**config.mk**
```make
export PLATFORM = sky130hd
export DESIGN_NAME = button_debounce_press_classifier_core_flat
export DESIGN_NICKNAME = d
export VERILOG_FILES = /design/src/bdpc_pkg.sv /design/src/bdpc_channels.sv /design/src/button_debounce_press_classifier_core.sv /design/src/flat_wrapper.sv
export VERILOG_INCLUDE_DIRS = /design/src /design/src/src
export SDC_FILE = /design/constraint.sdc
export NUM_CORES = 1
export LEC_CHECK = 0
export BUFFER_PORTS_ARGS = -buffer_cell sky130_fd_sc_hd__buf_4
export CAP_MARGIN = 15
export CORE_MARGIN = 2
export CORE_UTILIZATION = 36
export DETAILED_ROUTE_END_ITERATION = 8
export GPL_TIMING_DRIVEN = 0
export SLEW_MARGIN = 20
export SYNTH_ARGS = -nofsm -noshare
export SYNTH_HDL_FRONTEND = slang
export SYNTH_SLANG_ARGS = --single-unit
```
**constraint.sdc**
```tcl
create_clock -name clk -period 4 [get_ports clk]
set_input_delay 0.8 -clock clk [delete_from_list [all_inputs] [get_ports clk]]
set_output_delay 0.8 -clock clk [all_outputs]
set_load 0.1 [all_outputs]
```
**src/button_debounce_press_classifier_core_macros.svh**
```systemverilog
// Assertion macros for the button debounce and press classifier.
// Included by the modules that carry concurrent assertions; no other dependencies.
`ifndef BUTTON_DEBOUNCE_PRESS_CLASSIFIER_CORE_MACROS_SVH
`define BUTTON_DEBOUNCE_PRESS_CLASSIFIER_CORE_MACROS_SVH
`ifndef NO_ASSERTIONS
// Same-cycle implication checked at every rising clock edge outside reset.
`define BDPC_ASSERT_IMPL(label, clk, rst, ante, cons, msg) \
  label: assert property (@(posedge clk) disable iff (rst) (ante) |-> (cons)) \
    else $error(msg);
// Next-cycle implication checked at every rising clock edge outside reset.
`define BDPC_ASSERT_NEXT(label, clk, rst, ante, cons, msg) \
  label: assert property (@(posedge clk) disable iff (rst) (ante) |=> (cons)) \
    else $error(msg);
`else
`define BDPC_ASSERT_IMPL(label, clk, rst, ante, cons, msg)
`define BDPC_ASSERT_NEXT(label, clk, rst, ante, cons, msg)
`endif
`endif

```
**src/bdpc_pkg.sv**
```systemverilog
// Shared types and constants for the button debounce and press classifier.
// No dependencies; used by the configuration channel interface and the core.
package bdpc_pkg;

  // Register field widths.
  localparam int RUN_W    = 8;
  localparam int CFG_W    = 16;
  localparam int CFG_IDX_W = 2;

  // Default module parameters.
  localparam int TICK_COUNT_WIDTH_DEFAULT = 16;
  localparam int RUN_LIMIT_DEFAULT        = 255;

  // Register reset values.
  localparam logic [RUN_W-1:0] DEBOUNCE_REPEAT_RESET  = 8'd2;
  localparam logic [CFG_W-1:0] LONG_HOLD_TICKS_RESET  = 16'd30;
  localparam logic [CFG_W-1:0] BOOT_GRACE_TICKS_RESET = 16'd40;

  // Configuration register indexes.
  typedef enum logic [CFG_IDX_W-1:0] {
    CFG_DEBOUNCE_REPEAT  = 2'd0,
    CFG_LONG_HOLD_TICKS  = 2'd1,
    CFG_BOOT_GRACE_TICKS = 2'd2
  } cfg_index_t;

  // Bit positions in the sticky event flags.
  localparam int FLAG_SHORT   = 0;
  localparam int FLAG_LONG    = 1;
  localparam int FLAG_RELEASE = 2;
  localparam int FLAG_W       = 3;

endpackage

```
**src/bdpc_channels.sv**
```systemverilog
// Valid/ready channel interfaces for ticks, results and configuration writes.
// Depends on bdpc_pkg for the configuration field widths.

// One poll tick: raw level and acknowledge bits.
interface bdpc_tick_if;
  logic valid;
  logic ready;
  logic raw_level;
  logic ack_short;
  logic ack_long;
  logic ack_release;
  modport source (output valid, raw_level, ack_short, ack_long, ack_release, input ready);
  modport sink (input valid, raw_level, ack_short, ack_long, ack_release, output ready);
endinterface

// One result: debounced level and sticky flags.
interface bdpc_result_if;
  logic valid;
  logic ready;
  logic steady_level;
  logic short_pending;
  logic long_pending;
  logic release_pending;
  modport source (output valid, steady_level, short_pending, long_pending, release_pending,
                  input ready);
  modport sink (input valid, steady_level, short_pending, long_pending, release_pending,
                output ready);
endinterface

// Configuration register write.
interface bdpc_cfg_if import bdpc_pkg::*; ();
  logic                 valid;
  logic                 ready;
  logic [CFG_IDX_W-1:0] index;
  logic [CFG_W-1:0]     data;
  modport source (output valid, index, data, input ready);
  modport sink (input valid, index, data, output ready);
endinterface

```
**src/button_debounce_press_classifier_core.sv**
```systemverilog
// Button debounce and short/long press classifier, top level.
// Depends on bdpc_pkg, the bdpc channel interfaces and the assertion macro header.
//
//   channel  direction  carries                                        width
//   tick     in         raw_level, ack_short, ack_long, ack_release    4
//   result   out        steady_level, short/long/release_pending       4
//   cfg      in         index, data (write only, always ready)         2 + 16
//
// One tick is taken per cycle while the result is not stalled; its result is visible in the cycle after the transfer.
// The result register is the state itself, so a tick is taken whenever the result
// register is empty or its content is being taken in the same cycle.
// A stalled result holds and blocks further ticks until it is taken.
// Reset is synchronous; it loads the register defaults and clears all state.
`include "button_debounce_press_classifier_core_macros.svh"

module button_debounce_press_classifier_core
  import bdpc_pkg::*;
#(
  parameter int TICK_COUNT_WIDTH = TICK_COUNT_WIDTH_DEFAULT,
  parameter int RUN_LIMIT        = RUN_LIMIT_DEFAULT
) (
  input logic          clk,
  input logic          rst,
  bdpc_tick_if.sink    tick,
  bdpc_result_if.source result,
  bdpc_cfg_if.sink     cfg
);

  localparam int TW    = TICK_COUNT_WIDTH;
  localparam int CMP_W = (TW > CFG_W) ? TW : CFG_W;
  localparam logic [TW-1:0] TICK_MAX = {TW{1'b1}};

  // Configuration registers.
  logic [RUN_W-1:0] debounce_repeat;
  logic [CFG_W-1:0] long_hold_ticks;
  logic [CFG_W-1:0] boot_grace_ticks;

  // Classifier state.
  logic              previous_raw, previous_raw_next;
  logic [RUN_W-1:0]  equal_run, equal_run_next;
  logic              confirmed_level, confirmed_level_next;
  logic              edge_reference, edge_reference_next;
  logic              reference_seeded;
  logic [TW-1:0]     hold_ticks, hold_ticks_next;
  logic              long_done, long_done_next;
  logic [FLAG_W-1:0] event_flags, event_flags_next;
  logic [TW-1:0]     ticks_since_reset, ticks_since_reset_next;
  logic              out_valid;

  logic              accept;
  logic              in_grace;
  logic              rising;
  logic              edge_seen;
  logic [FLAG_W-1:0] flags_acked;

  assign cfg.ready   = 1'b1;
  assign tick.ready  = !out_valid || result.ready;
  assign accept      = tick.valid && tick.ready;

  // Configuration writes; indexes beyond the list are ignored.
  always_ff @(posedge clk) begin
    if (rst) begin
      debounce_repeat  <= DEBOUNCE_REPEAT_RESET;
      long_hold_ticks  <= LONG_HOLD_TICKS_RESET;
      boot_grace_ticks <= BOOT_GRACE_TICKS_RESET;
    end else if (cfg.valid) begin
      case (cfg_index_t'(cfg.index))
        CFG_DEBOUNCE_REPEAT:  debounce_repeat  <= cfg.data[RUN_W-1:0];
        CFG_LONG_HOLD_TICKS:  long_hold_ticks  <= cfg.data;
        CFG_BOOT_GRACE_TICKS: boot_grace_ticks <= cfg.data;
        default: ;
      endcase
    end
  end

  // Tick update: acknowledge, debounce, then classify against the edge reference.
  always_comb begin
    flags_acked = event_flags & ~{tick.ack_release, tick.ack_long, tick.ack_short};

    previous_raw_next = tick.raw_level;
    if (tick.raw_level == previous_raw) begin
      equal_run_next = (equal_run < RUN_W'(RUN_LIMIT)) ? equal_run + 1'b1 : equal_run;
    end else begin
      equal_run_next = '0;
    end
    confirmed_level_next = (equal_run_next >= debounce_repeat) ? tick.raw_level
                                                               : confirmed_level;

    // The first tick seeds the reference from the confirmed level.
    edge_seen = reference_seeded ? edge_reference : confirmed_level_next;
    in_grace  = CMP_W'(ticks_since_reset) < CMP_W'(boot_grace_ticks);

    rising              = 1'b0;
    edge_reference_next = edge_seen;
    long_done_next      = long_done;
    event_flags_next    = flags_acked;
    if (in_grace) begin
      edge_reference_next = confirmed_level_next;
      event_flags_next    = '0;
    end else if (confirmed_level_next && !edge_seen) begin
      rising              = 1'b1;
      long_done_next      = 1'b0;
      edge_reference_next = 1'b1;
    end else if (confirmed_level_next && edge_seen) begin
      if (!long_done && (CMP_W'(hold_ticks) >= CMP_W'(long_hold_ticks))) begin
        event_flags_next[FLAG_LONG] = 1'b1;
        long_done_next              = 1'b1;
      end
    end else if (!confirmed_level_next && edge_seen) begin
      event_flags_next[FLAG_RELEASE] = 1'b1;
      if (!long_done) begin
        event_flags_next[FLAG_SHORT] = 1'b1;
      end
      edge_reference_next = 1'b0;
    end

    // Saturating tick counters.
    if (rising) begin
      hold_ticks_next = TW'(1);
    end else begin
      hold_ticks_next = (hold_ticks == TICK_MAX) ? hold_ticks : hold_ticks + 1'b1;
    end
    ticks_since_reset_next = (ticks_since_reset == TICK_MAX) ? ticks_since_reset
                                                             : ticks_since_reset + 1'b1;
  end

  // State doubles as the result register; it moves only on a tick transfer.
  always_ff @(posedge clk) begin
    if (rst) begin
      previous_raw      <= 1'b0;
      equal_run         <= '0;
      confirmed_level   <= 1'b0;
      edge_reference    <= 1'b0;
      reference_seeded  <= 1'b0;
      hold_ticks        <= '0;
      long_done         <= 1'b0;
      event_flags       <= '0;
      ticks_since_reset <= '0;
      out_valid         <= 1'b0;
    end else begin
      if (accept) begin
        previous_raw      <= previous_raw_next;
        equal_run         <= equal_run_next;
        confirmed_level   <= confirmed_level_next;
        edge_reference    <= edge_reference_next;
        reference_seeded  <= 1'b1;
        hold_ticks        <= hold_ticks_next;
        long_done         <= long_done_next;
        event_flags       <= event_flags_next;
        ticks_since_reset <= ticks_since_reset_next;
        out_valid         <= 1'b1;
      end else if (result.ready) begin
        out_valid <= 1'b0;
      end
    end
  end

  assign result.valid           = out_valid;
  assign result.steady_level    = confirmed_level;
  assign result.short_pending   = event_flags[FLAG_SHORT];
  assign result.long_pending    = event_flags[FLAG_LONG];
  assign result.release_pending = event_flags[FLAG_RELEASE];

  // Grace ticks always leave every flag clear.
  `BDPC_ASSERT_NEXT(a_grace_clears, clk, rst, accept && in_grace, event_flags == '0, "flags set during grace")
  // Flags change only through a tick transfer.
  `BDPC_ASSERT_NEXT(a_flags_hold, clk, rst, !accept, $stable(event_flags), "flags moved without a tick")
  // A new long press is only reported while the button is held.
  `BDPC_ASSERT_IMPL(a_long_held, clk, rst, $rose(event_flags[FLAG_LONG]), confirmed_level, "long press while released")
  // The run counter never passes its limit.
  `BDPC_ASSERT_IMPL(a_run_limit, clk, rst, 1'b1, equal_run <= RUN_W'(RUN_LIMIT), "run counter overflow")

endmodule
```
**src/flat_wrapper.sv**
```systemverilog
// flat-port wrapper written by rule: the top's interface ports become plain ports
module button_debounce_press_classifier_core_flat import bdpc_pkg::*;
#(
  parameter int TICK_COUNT_WIDTH = TICK_COUNT_WIDTH_DEFAULT,
  parameter int RUN_LIMIT        = RUN_LIMIT_DEFAULT
)
  (clk, rst, tick_valid, tick_raw_level, tick_ack_short, tick_ack_long, tick_ack_release, tick_ready, result_valid, result_steady_level, result_short_pending, result_long_pending, result_release_pending, result_ready, cfg_valid, cfg_index, cfg_data, cfg_ready);
  bdpc_tick_if tick_i ();
  bdpc_result_if result_i ();
  bdpc_cfg_if cfg_i ();
  input logic clk;
  input logic rst;
  input wire logic [$bits(tick_i.valid)-1:0] tick_valid;
  input wire logic [$bits(tick_i.raw_level)-1:0] tick_raw_level;
  input wire logic [$bits(tick_i.ack_short)-1:0] tick_ack_short;
  input wire logic [$bits(tick_i.ack_long)-1:0] tick_ack_long;
  input wire logic [$bits(tick_i.ack_release)-1:0] tick_ack_release;
  output wire logic [$bits(tick_i.ready)-1:0] tick_ready;
  output wire logic [$bits(result_i.valid)-1:0] result_valid;
  output wire logic [$bits(result_i.steady_level)-1:0] result_steady_level;
  output wire logic [$bits(result_i.short_pending)-1:0] result_short_pending;
  output wire logic [$bits(result_i.long_pending)-1:0] result_long_pending;
  output wire logic [$bits(result_i.release_pending)-1:0] result_release_pending;
  input wire logic [$bits(result_i.ready)-1:0] result_ready;
  input wire logic [$bits(cfg_i.valid)-1:0] cfg_valid;
  input wire logic [$bits(cfg_i.index)-1:0] cfg_index;
  input wire logic [$bits(cfg_i.data)-1:0] cfg_data;
  output wire logic [$bits(cfg_i.ready)-1:0] cfg_ready;
  assign tick_i.valid = tick_valid;
  assign tick_i.raw_level = tick_raw_level;
  assign tick_i.ack_short = tick_ack_short;
  assign tick_i.ack_long = tick_ack_long;
  assign tick_i.ack_release = tick_ack_release;
  assign tick_ready = tick_i.ready;
  assign result_valid = result_i.valid;
  assign result_steady_level = result_i.steady_level;
  assign result_short_pending = result_i.short_pending;
  assign result_long_pending = result_i.long_pending;
  assign result_release_pending = result_i.release_pending;
  assign result_i.ready = result_ready;
  assign cfg_i.valid = cfg_valid;
  assign cfg_i.index = cfg_index;
  assign cfg_i.data = cfg_data;
  assign cfg_ready = cfg_i.ready;
  button_debounce_press_classifier_core #(.TICK_COUNT_WIDTH(TICK_COUNT_WIDTH), .RUN_LIMIT(RUN_LIMIT)) u_core (.clk(clk), .rst(rst), .tick(tick_i), .result(result_i), .cfg(cfg_i));
endmodule
```
==> results of run 1 <==
-- cells in the mapped netlist (all sizes together), types with 3 or more instances --
cell / count
and4: 3
and3: 6
nor4: 8
dfxtp: 88
nor3: 9
nor2: 67
nand4: 19
nor2b: 4
clkbuf: 20
a21oi: 55
ha: 42
xnor2: 12
mux2i: 8
xor2: 14
nand2: 84
nand2b: 5
a2111oi: 4
o21ai: 22
a31o: 3
a211oi: 5
a31oi: 4
buf: 6
o211ai: 17
inv: 49
nand3: 20
-- logic make-up after synthesis --
group           count (synthesis)  synth area share [%]
compound gates                128                  17.3
mux                             8                  1.66
buf+inv                        75                  6.11
fa+ha+maj                      42                  10.9
other cells                     1                0.0776
simple gates                  236                  22.8
xor+xnor                       26                  4.71
flops                          88                  36.5
-- area by class of cell --
class                   count  area (um2)  area share (%)
multi-input cells         441        2790            49.7
flip-flops and latches     88        1760            31.4
repair buffers             34         255            4.55
clock buffers              10         229            4.08
well taps                 176         220            3.92
inverters                  49         184            3.28
plain buffers              26         111            1.98
clock inverters             6        60.1            1.07
-- path summary, 6_finish.rpt --
| kind | start | end | slack, ps |
|---|---|---|---|
| max | u_core.equal_run[1]$_SDFFE_PP0P_ | u_core.long_done$_SDFFE_PP0P_ | 300 |
| min | u_core.long_done$_SDFFE_PP0P_ | u_core.long_done$_SDFFE_PP0P_ | 450 |
| max reg2reg | u_core.equal_run[1]$_SDFFE_PP0P_ | u_core.long_done$_SDFFE_PP0P_ | 300 |
| min reg2reg | u_core.long_done$_SDFFE_PP0P_ | u_core.long_done$_SDFFE_PP0P_ | 450 |
-- routing by layer --
layer | track usage, % | vias up | wire length, um
met3 | 3.23 | 17 | 630
met2 | 30.1 | 93 | 5780
met5 | 0 | - | 0
met4 | 5.29 | 0 | 183
li1 | - | 2195 | -
met1 | 23.6 | 2022 | 5860
-- state kept, by name, summed over array words and instances (netlist names) --
| signal | count |
|---|---|
| u_core.debounce_repeat | 8 |
| u_core.equal_run | 8 |
| u_core.result.valid | 1 |
| u_core.boot_grace_ticks | 16 |
| u_core.long_done | 1 |
| u_core.event_flags | 3 |
| u_core.previous_raw | 1 |
| u_core.reference_seeded | 1 |
| u_core.edge_reference | 1 |
| u_core.ticks_since_reset | 16 |
| u_core.hold_ticks | 16 |
| u_core.long_hold_ticks | 16 |
-- power by group --
part           switching, W  internal [W]  leakage, nW
registers         0.0000147      0.000898        0.714
logic              0.000130     0.0000757         1.27
clock network      0.000355      0.000481        0.138
total              0.000500       0.00146         2.12
-- through the flow --
stage          TNS, ps  cell area, um2  utilization (%)  hold slack [ps]  total power, W
6_report             0            5620             42.6              452         0.00196
2_1_floorplan        0            4830                -              426         0.00106
3_3_place_gp         0            5290             40.1              440         0.00113
4_1_cts              0            5590             42.4              456         0.00197
5_1_grt              0            5620             42.6              470         0.00203
3_5_place_dp      -635            5290             40.1              447         0.00113
-- repair_timing --
item	in CTS	in global routing
resized for setup	1	3
cloned	0	0
pin swaps	0	1
setup endpoints to repair	10	16
setup buffers	0	2
-- placed cells by master, fill, tap and decap left out, types with 12 or more instances in the layout --
master	count
a21oi_1	55
buf_4	35
clkbuf_1	21
dfxtp_1	87
ha_1	42
inv_1	49
nand2_1	83
nand3_1	20
nand4_1	19
nor2_1	67
o211ai_1	17
o21ai_0	18
xnor2_1	12
xor2_1	14
-- worst register-to-register path, delay by kind of cell, from the launching register on --
| family | cells | cell delay, ps |
|---|---|---|
| AND/OR/NAND/NOR | 5 | 1290 |
| flip-flops | 1 | 400 |
| adder cells (fa/ha/maj) | 2 | 520 |
| AO/OA/AOI/OAI | 5 | 1230 |
| buffers and inverters | 1 | 200 |
==> impl_metrics.ini, run 1 <==
[place]
numPortBuffers = 32
dp_hpwl_um = 9450
finalWeightedCongestion = 0.889
dp_cells = 812
pre_cts_ws_ps = -70.8

[routing]
ant_nets = 0
wl_per_cell_um = 15.0
routed_wl_um = 12500
drtIter0Drc = 207
vias_per_cell = 5.21
num_vias = 4327
dr.pass1.iters = 5
drc = 0

[floorplanning]
pin_count = 34
start_util_pct = 36.6
dieArea_mm2 = 0.0144
dieWidth_um = 120
die_h_um = 120
fp-row-count = 42
coreArea_mm2 = 0.0132

[critical_path]
crit_buf_inv = 1
crit_path_top_delay_cell = dfxtp_1
worstPathArrival_ps = 3970
worstPathMaxFanout = 8
cp.required_ps = 4270
rr_worst_depth = 13
path_common_cell = ha_1
cp_top_family = simple AND/OR/NAND/NOR gates
cp.depth = 13
cp-end-kind = flip-flop
crit_type = reg -> reg
crit_chain = ha_1, nand4_1, or2_2, clkbuf_1, a31o_2, nor2_1, ha_1, and3_1, o21ai_1, a31oi_4, or3b_1, a2111o_1, a21oi_1
startpoint_type = flip-flop
max_stage_delay_ps = 400

[global_routing]
grt-ovfl-total = 0
grt_pass1_vias = 4161
grt_pass1_wl_um = 20500
grt_max_degree = 15
antenna_found_initial = 0
grt_usage_pct = 17.9

[clocking]
cts_tree = yes
clkTransAtPathRegs_ps = 60
numCtsBuffers = 9
cts_hold_buffers = 0
cts.htree.levels = 3
clk_latency_ps = 340
cts_num_sinks = 88
clockBufferDepth = 2
root_buffer = clkbuf_16

[power_and_ir_drop]
p_per_area_mw_per_mm2 = 348
leakage_nw = 2.12
peakVddDrop_uv = 198

[cells_and_area]
area_growth_pct = 16.2
fin_nets = 718
fillers = 1366
diodes = 0
drive_gt1_share_pct = 10.2
fin_cells = 830

[timing]
max_slew.worst_pin.slew_ps = 996
fin_skew_ps = 7.23
rsz0062_at_grt = false
setup_viol = 0
drv_slew = 0
slew_headroom_pct = 31.9
min_period_ps = 3700
hold_viol = 0
finalWorstSetupSlack_ps = 298
post-route-period-util_pct = 92.6
fmax_mhz = 270

[yosys]
yosysTopAreaCell = dfxtp_1
async_reset_ff_share_pct = 0
synth-seq-cells = 88
synth_area_leaders = dfxtp_1 (36%), ha_1 (11%), nand2_1 (6.4%), a21oi_1 (5.7%), nor2_1 (5.2%)
synth_flop_cell = dfxtp_1
synth_nets = 673
syn-cell-area_mm2 = 0.00483
netlist.area_leader.share_pct = 36.5
yosysSeqAreaShare_pct = 36.5
postSynthCellCount = 604
ys_warn_count = 0
synth_area_per_cell_um2 = 8.00
synth_edf_count = 0
synth_cell_types = 57

[min_path]
min_path_type = reg -> reg
whs_path_depth = 2

[run_status]
status = completed

[run]
drv_cap = 0
Note: power is estimated with default switching activity, not from simulation.
==> inputs of run 2 (changes only) <==
==> constraint.sdc (replaced) <==
create_clock -name clk -period 4.5 [get_ports clk]
set_input_delay 0.9 -clock clk [delete_from_list [all_inputs] [get_ports clk]]
set_output_delay 0.9 -clock clk [all_outputs]
set_load 0.1 [all_outputs]
==> run 2 against run 1 <==
Global-route usage about the same. Largest cell class unchanged. Register-to-register slack better by 150 ps. Critical endpoint is now u_core.hold_ticks[4]$_SDFFE_PP0P_. Critical path type unchanged. Combinational power down 13%. Worst hold slack about the same.
==> impl_metrics.ini, run 2 (same netlist as run 1, synthesis figures left out) <==
[critical_path]
crit_chain = ha_1, nand4_1, or2_2, clkbuf_1, nand4_1, xor2_1, nor2_1, ha_1, o211ai_1, a31oi_1, o211ai_1, o21ai_1, buf_2, nor2_1
cp.required_ps = 4720
cp-end-kind = flip-flop
worstPathArrival_ps = 4280
ff2ff_setup_slack_ps = 440
crit_buf_inv = 2
crit_path_top_delay_cell = a31oi_1
worstPathMaxFanout = 10
startpoint_type = flip-flop
cp_top_family = compound AO/OA/AOI/OAI gates
max_stage_delay_ps = 610
crit_type = reg -> reg

[global_routing]
antenna_found_initial = 0
grt_pass1_wl_um = 20500
grt-ovfl-total = 0
grt_usage_pct = 17.9
grt_pass1_vias = 4161
grt_max_degree = 15

[place]
finalWeightedCongestion = 0.889
pre_cts_ws_ps = 329
dp_hpwl_um = 9450
numPortBuffers = 32
place_area_mm2 = 0.00529
dp_cells = 812

[run_status]
status = completed

[clocking]
clockBufferDepth = 2
root_buffer = clkbuf_16
clk_latency_ps = 340
cts_tree = yes
cts_num_sinks = 88
numCtsBuffers = 9
cts_hold_buffers = 0
cts.htree.levels = 3
clkTransAtPathRegs_ps = 70
postCtsSetupBuffers = 0
ctsResizeCount = 0

[power_and_ir_drop]
p_per_area_mw_per_mm2 = 310
peakVddDrop_uv = 172
leakage_nw = 2.11

[timing]
slew_headroom_pct = 28.8
setup_viol = 0
max_slew.worst_pin.slew_ps = 1070
rsz0062_at_grt = false
min_period_ps = 4060
post-route-period-util_pct = 90.1
fin_skew_ps = 7.51
drv_slew = 0
fin_tns_setup_ps = 0
finalWorstSetupSlack_ps = 444
whs_ps = 452
hold_viol = 0
fmax_mhz = 247

[routing]
routed_wl_um = 12400
num_vias = 4300
vias_per_cell = 5.19
drc = 0
ant_nets = 0
wl_per_cell_um = 14.9
drtIter0Drc = 169
dr.pass1.iters = 4

[run]
drv_cap = 0

[floorplanning]
pin_count = 34
dieWidth_um = 120
dieArea_mm2 = 0.0144
start_util_pct = 36.6
fp-row-count = 42
coreArea_mm2 = 0.0132
die_h_um = 120

[cells_and_area]
fin_cells = 828
area_growth_pct = 15.5
layout_common_cells = dfxtp_1 (88), nand2_1 (83), nor2_1 (67), a21oi_1 (55), inv_1 (49)
fin_nets = 716
final_common_cell = dfxtp_1
fin_area_mm2 = 0.00558
drive_gt1_share_pct = 9.51
diodes = 0

[min_path]
min_path_type = reg -> reg
==> run 2: cell count changes in the layout (fill, tap and decap cells not counted) <==
| cell | delta |
|---|---|
| dfxtp_2 | -1 |
| o21ai_1 | +1 |
| o21ai_2 | -1 |
| buf_4 | -2 |
| dfxtp_1 | +1 |
| a31oi_4 | -1 |
| a31oi_1 | +1 |
==> run 2: final cells by class <==
cell class	count	area [um2]
plain buffers	26	111
clock buffers	10	229
clock inverters	6	60.1
fillers	1367	7610
inverters	49	184
multi-input cells	441	2770
flip-flops and latches	88	1760
well taps	176	220
repair buffers	32	240
==> run 2: worst min-delay path, stage by stage, from the launching register on <==
cell	delay, ps
dfxtp_1	310
inv_1	50
a21oi_1	50
==> run 2: layer usage <==
| metal | GRT usage (%) | up-vias | part of all wire, % |
|---|---|---|---|
| met5 | 0 | - | 0 |
| met4 | 5.29 | 0 | 0.98 |
| met3 | 3.23 | 12 | 5.2 |
| met2 | 30.1 | 92 | 47 |
| met1 | 23.6 | 2010 | 47 |
| li1 | - | 2186 | - |
==> run 2: power breakdown <==
| part | switching, W | internal [W] | total, W |
|---|---|---|---|
| Combinational | 0.000113 | 0.0000652 | 0.000179 |
| Clock | 0.000314 | 0.000428 | 0.000742 |
| Sequential | 0.0000131 | 0.000798 | 0.000812 |
| Total | 0.000441 | 0.00129 | 0.00173 |
==> run 2: worst paths after layout <==
kind	cells past startpoint	start	endpoint
worst max-delay path	14	u_core.equal_run[0]$_SDFFE_PP0P_	u_core.hold_ticks[4]$_SDFFE_PP0P_
worst min-delay path	2	u_core.long_done$_SDFFE_PP0P_	u_core.long_done$_SDFFE_PP0P_
worst max register to register	14	u_core.equal_run[0]$_SDFFE_PP0P_	u_core.hold_ticks[4]$_SDFFE_PP0P_
worst min register to register	2	u_core.long_done$_SDFFE_PP0P_	u_core.long_done$_SDFFE_PP0P_
==> run 2: metrics by stage <==
step,utilization (%),power (W)
after floorplan,-,0.000941
after global placement,40.1,0.00100
after detailed placement,40.1,0.00101
after CTS,42.3,0.00175
after global routing,42.3,0.00180
final,42.3,0.00173
==> inputs of run 3 (changes only) <==
==> constraint.sdc (replaced) <==
create_clock -name clk -period 4.35 [get_ports clk]
set_input_delay 0.87 -clock clk [delete_from_list [all_inputs] [get_ports clk]]
set_output_delay 0.87 -clock clk [all_outputs]
set_load 0.1 [all_outputs]
==> run 3 against run 2 <==
Routed wire length rose by 0.32%. Largest cell class unchanged. Sequential power is 3.4% higher. Core utilization is essentially flat. Via count is 1.2% higher.
==> impl_metrics.ini, run 3 (same netlist as run 1, synthesis figures left out) <==
[run_status]
status = completed

[global_routing]
antenna_found_initial = 0
grt-ovfl-total = 0
grt_max_degree = 15
grt_usage_pct = 17.9
grt_pass1_wl_um = 20500
grt_pass1_vias = 4161

[min_path]
min_path_type = reg -> reg

[floorplanning]
dieWidth_um = 120
pin_count = 34
fp-row-count = 42
coreArea_mm2 = 0.0132
die_h_um = 120
start_util_pct = 36.6
dieArea_mm2 = 0.0144

[timing]
post-route-period-util_pct = 90.1
rsz0062_at_grt = false
max_slew.worst_pin.slew_ps = 970
hold_viol = 0
fmax_mhz = 255
setup_viol = 0
fin_skew_ps = 7.32
slew_headroom_pct = 35.2
drv_slew = 0
min_period_ps = 3920
fin_tns_setup_ps = 0

[cells_and_area]
fillers = 1369
area_growth_pct = 15.6
multiInputGateArea_mm2 = 0.00278
fin_nets = 716
fin_cells = 828
diodes = 0
layout_common_cells = dfxtp_1 (88), nand2_1 (83), nor2_1 (67), a21oi_1 (55), inv_1 (49)
drive_gt1_share_pct = 9.66
final_common_cell = dfxtp_1
final_util_pct = 42.4
seqCellArea_mm2 = 0.00176

[clocking]
clkTransAtPathRegs_ps = 70
root_buffer = clkbuf_16
clockBufferDepth = 2
numCtsBuffers = 9
cts_num_sinks = 88
cts_hold_buffers = 0
cts_tree = yes
cts.htree.levels = 3
clk_latency_ps = 340

[place]
finalWeightedCongestion = 0.889
dp_hpwl_um = 9450
dp_cells = 812
numPortBuffers = 32

[critical_path]
max_stage_delay_ps = 620
crit_path_top_delay_cell = o211ai_1
worstPathArrival_ps = 4190
startpoint_type = flip-flop
cp-end-kind = flip-flop
crit_type = reg -> reg
worstPathMaxFanout = 10
cp_top_family = compound AO/OA/AOI/OAI gates
crit_chain = ha_1, nand4_1, or2_2, clkbuf_1, a31o_2, nor2_1, ha_1, and3_1, o21ai_1, a31oi_2, o211ai_1, o21ai_1, buf_2, a21oi_1
crit_buf_inv = 2
cp.required_ps = 4620

[power_and_ir_drop]
sequentialPowerShare_pct = 46.8
power.switching_fraction_pct = 25.5
leakage_nw = 2.11
combPwrFrac_pct = 10.4
p_sw_w = 0.000458
internal_power_w = 0.00134
p_per_area_mw_per_mm2 = 321
clockPowerShare_pct = 42.8
peakVddDrop_uv = 181

[routing]
ant_nets = 0
vias_per_cell = 5.25
wl_per_cell_um = 15.0
dr.pass1.iters = 4
routed_wl_um = 12400
drc = 0
num_vias = 4350
drtIter0Drc = 174

[run]
drv_cap = 0
==> run 3: power by group through the flow <==
stage	combinational, W	sequential (W)	clock [W]
after floorplan	0.000112	0.000862	0
after global placement	0.000180	0.000857	0
after CTS	0.000186	0.000839	0.000786
after global routing	0.000206	0.000841	0.000815
after detailed placement	0.000184	0.000858	0
final	0.000186	0.000840	0.000768
==> run 3: final cells by class <==
class | count | share of cell area, %
multi-input cells | 441 | 49.8
flip-flops and latches | 88 | 31.5
repair buffers | 32 | 4.30
clock buffers | 10 | 4.10
well taps | 176 | 3.94
inverters | 49 | 3.29
plain buffers | 26 | 1.99
clock inverters | 6 | 1.08
==> run 3: path summary, 6_finish.rpt <==
check	slack [ps]	cells past startpoint	to	start
max reg2reg	430	14	u_core.long_done$_SDFFE_PP0P_	u_core.equal_run[0]$_SDFFE_PP0P_
min	450	2	u_core.long_done$_SDFFE_PP0P_	u_core.long_done$_SDFFE_PP0P_
min reg2reg	450	2	u_core.long_done$_SDFFE_PP0P_	u_core.long_done$_SDFFE_PP0P_
max	430	14	u_core.long_done$_SDFFE_PP0P_	u_core.equal_run[0]$_SDFFE_PP0P_
==> run 3: through the flow <==
stage | hold WS, ps | worst slack (ps) | area (um2) | power (W)
after floorplan | 426 | 1100 | 4830 | 0.000974
after detailed placement | 447 | 209 | 5290 | 0.00104
after CTS | 456 | 301 | 5580 | 0.00181
after global placement | 440 | 285 | 5290 | 0.00104
after global routing | 470 | 74.9 | 5590 | 0.00186
final | 452 | 433 | 5590 | 0.00179
==> run 3: tightest hold or removal path, delay by kind of cell, from the launching register on <==
kind / cells / cell delay, ps
flip-flops: 1 / 310
buffers and inverters: 1 / 50
AO/OA/AOI/OAI: 1 / 50
==> run 3: metal layers <==
layer	GRT usage [%]	share of wire, %
met2	30.1	46
met3	3.23	4.0
met4	5.29	1.3
met1	23.6	48
met5	0	0
==> run 3: timing repair <==
item	CTS	global route
setup buffers	0	0
setup endpoints to repair	0	10
gates resized for setup	0	1
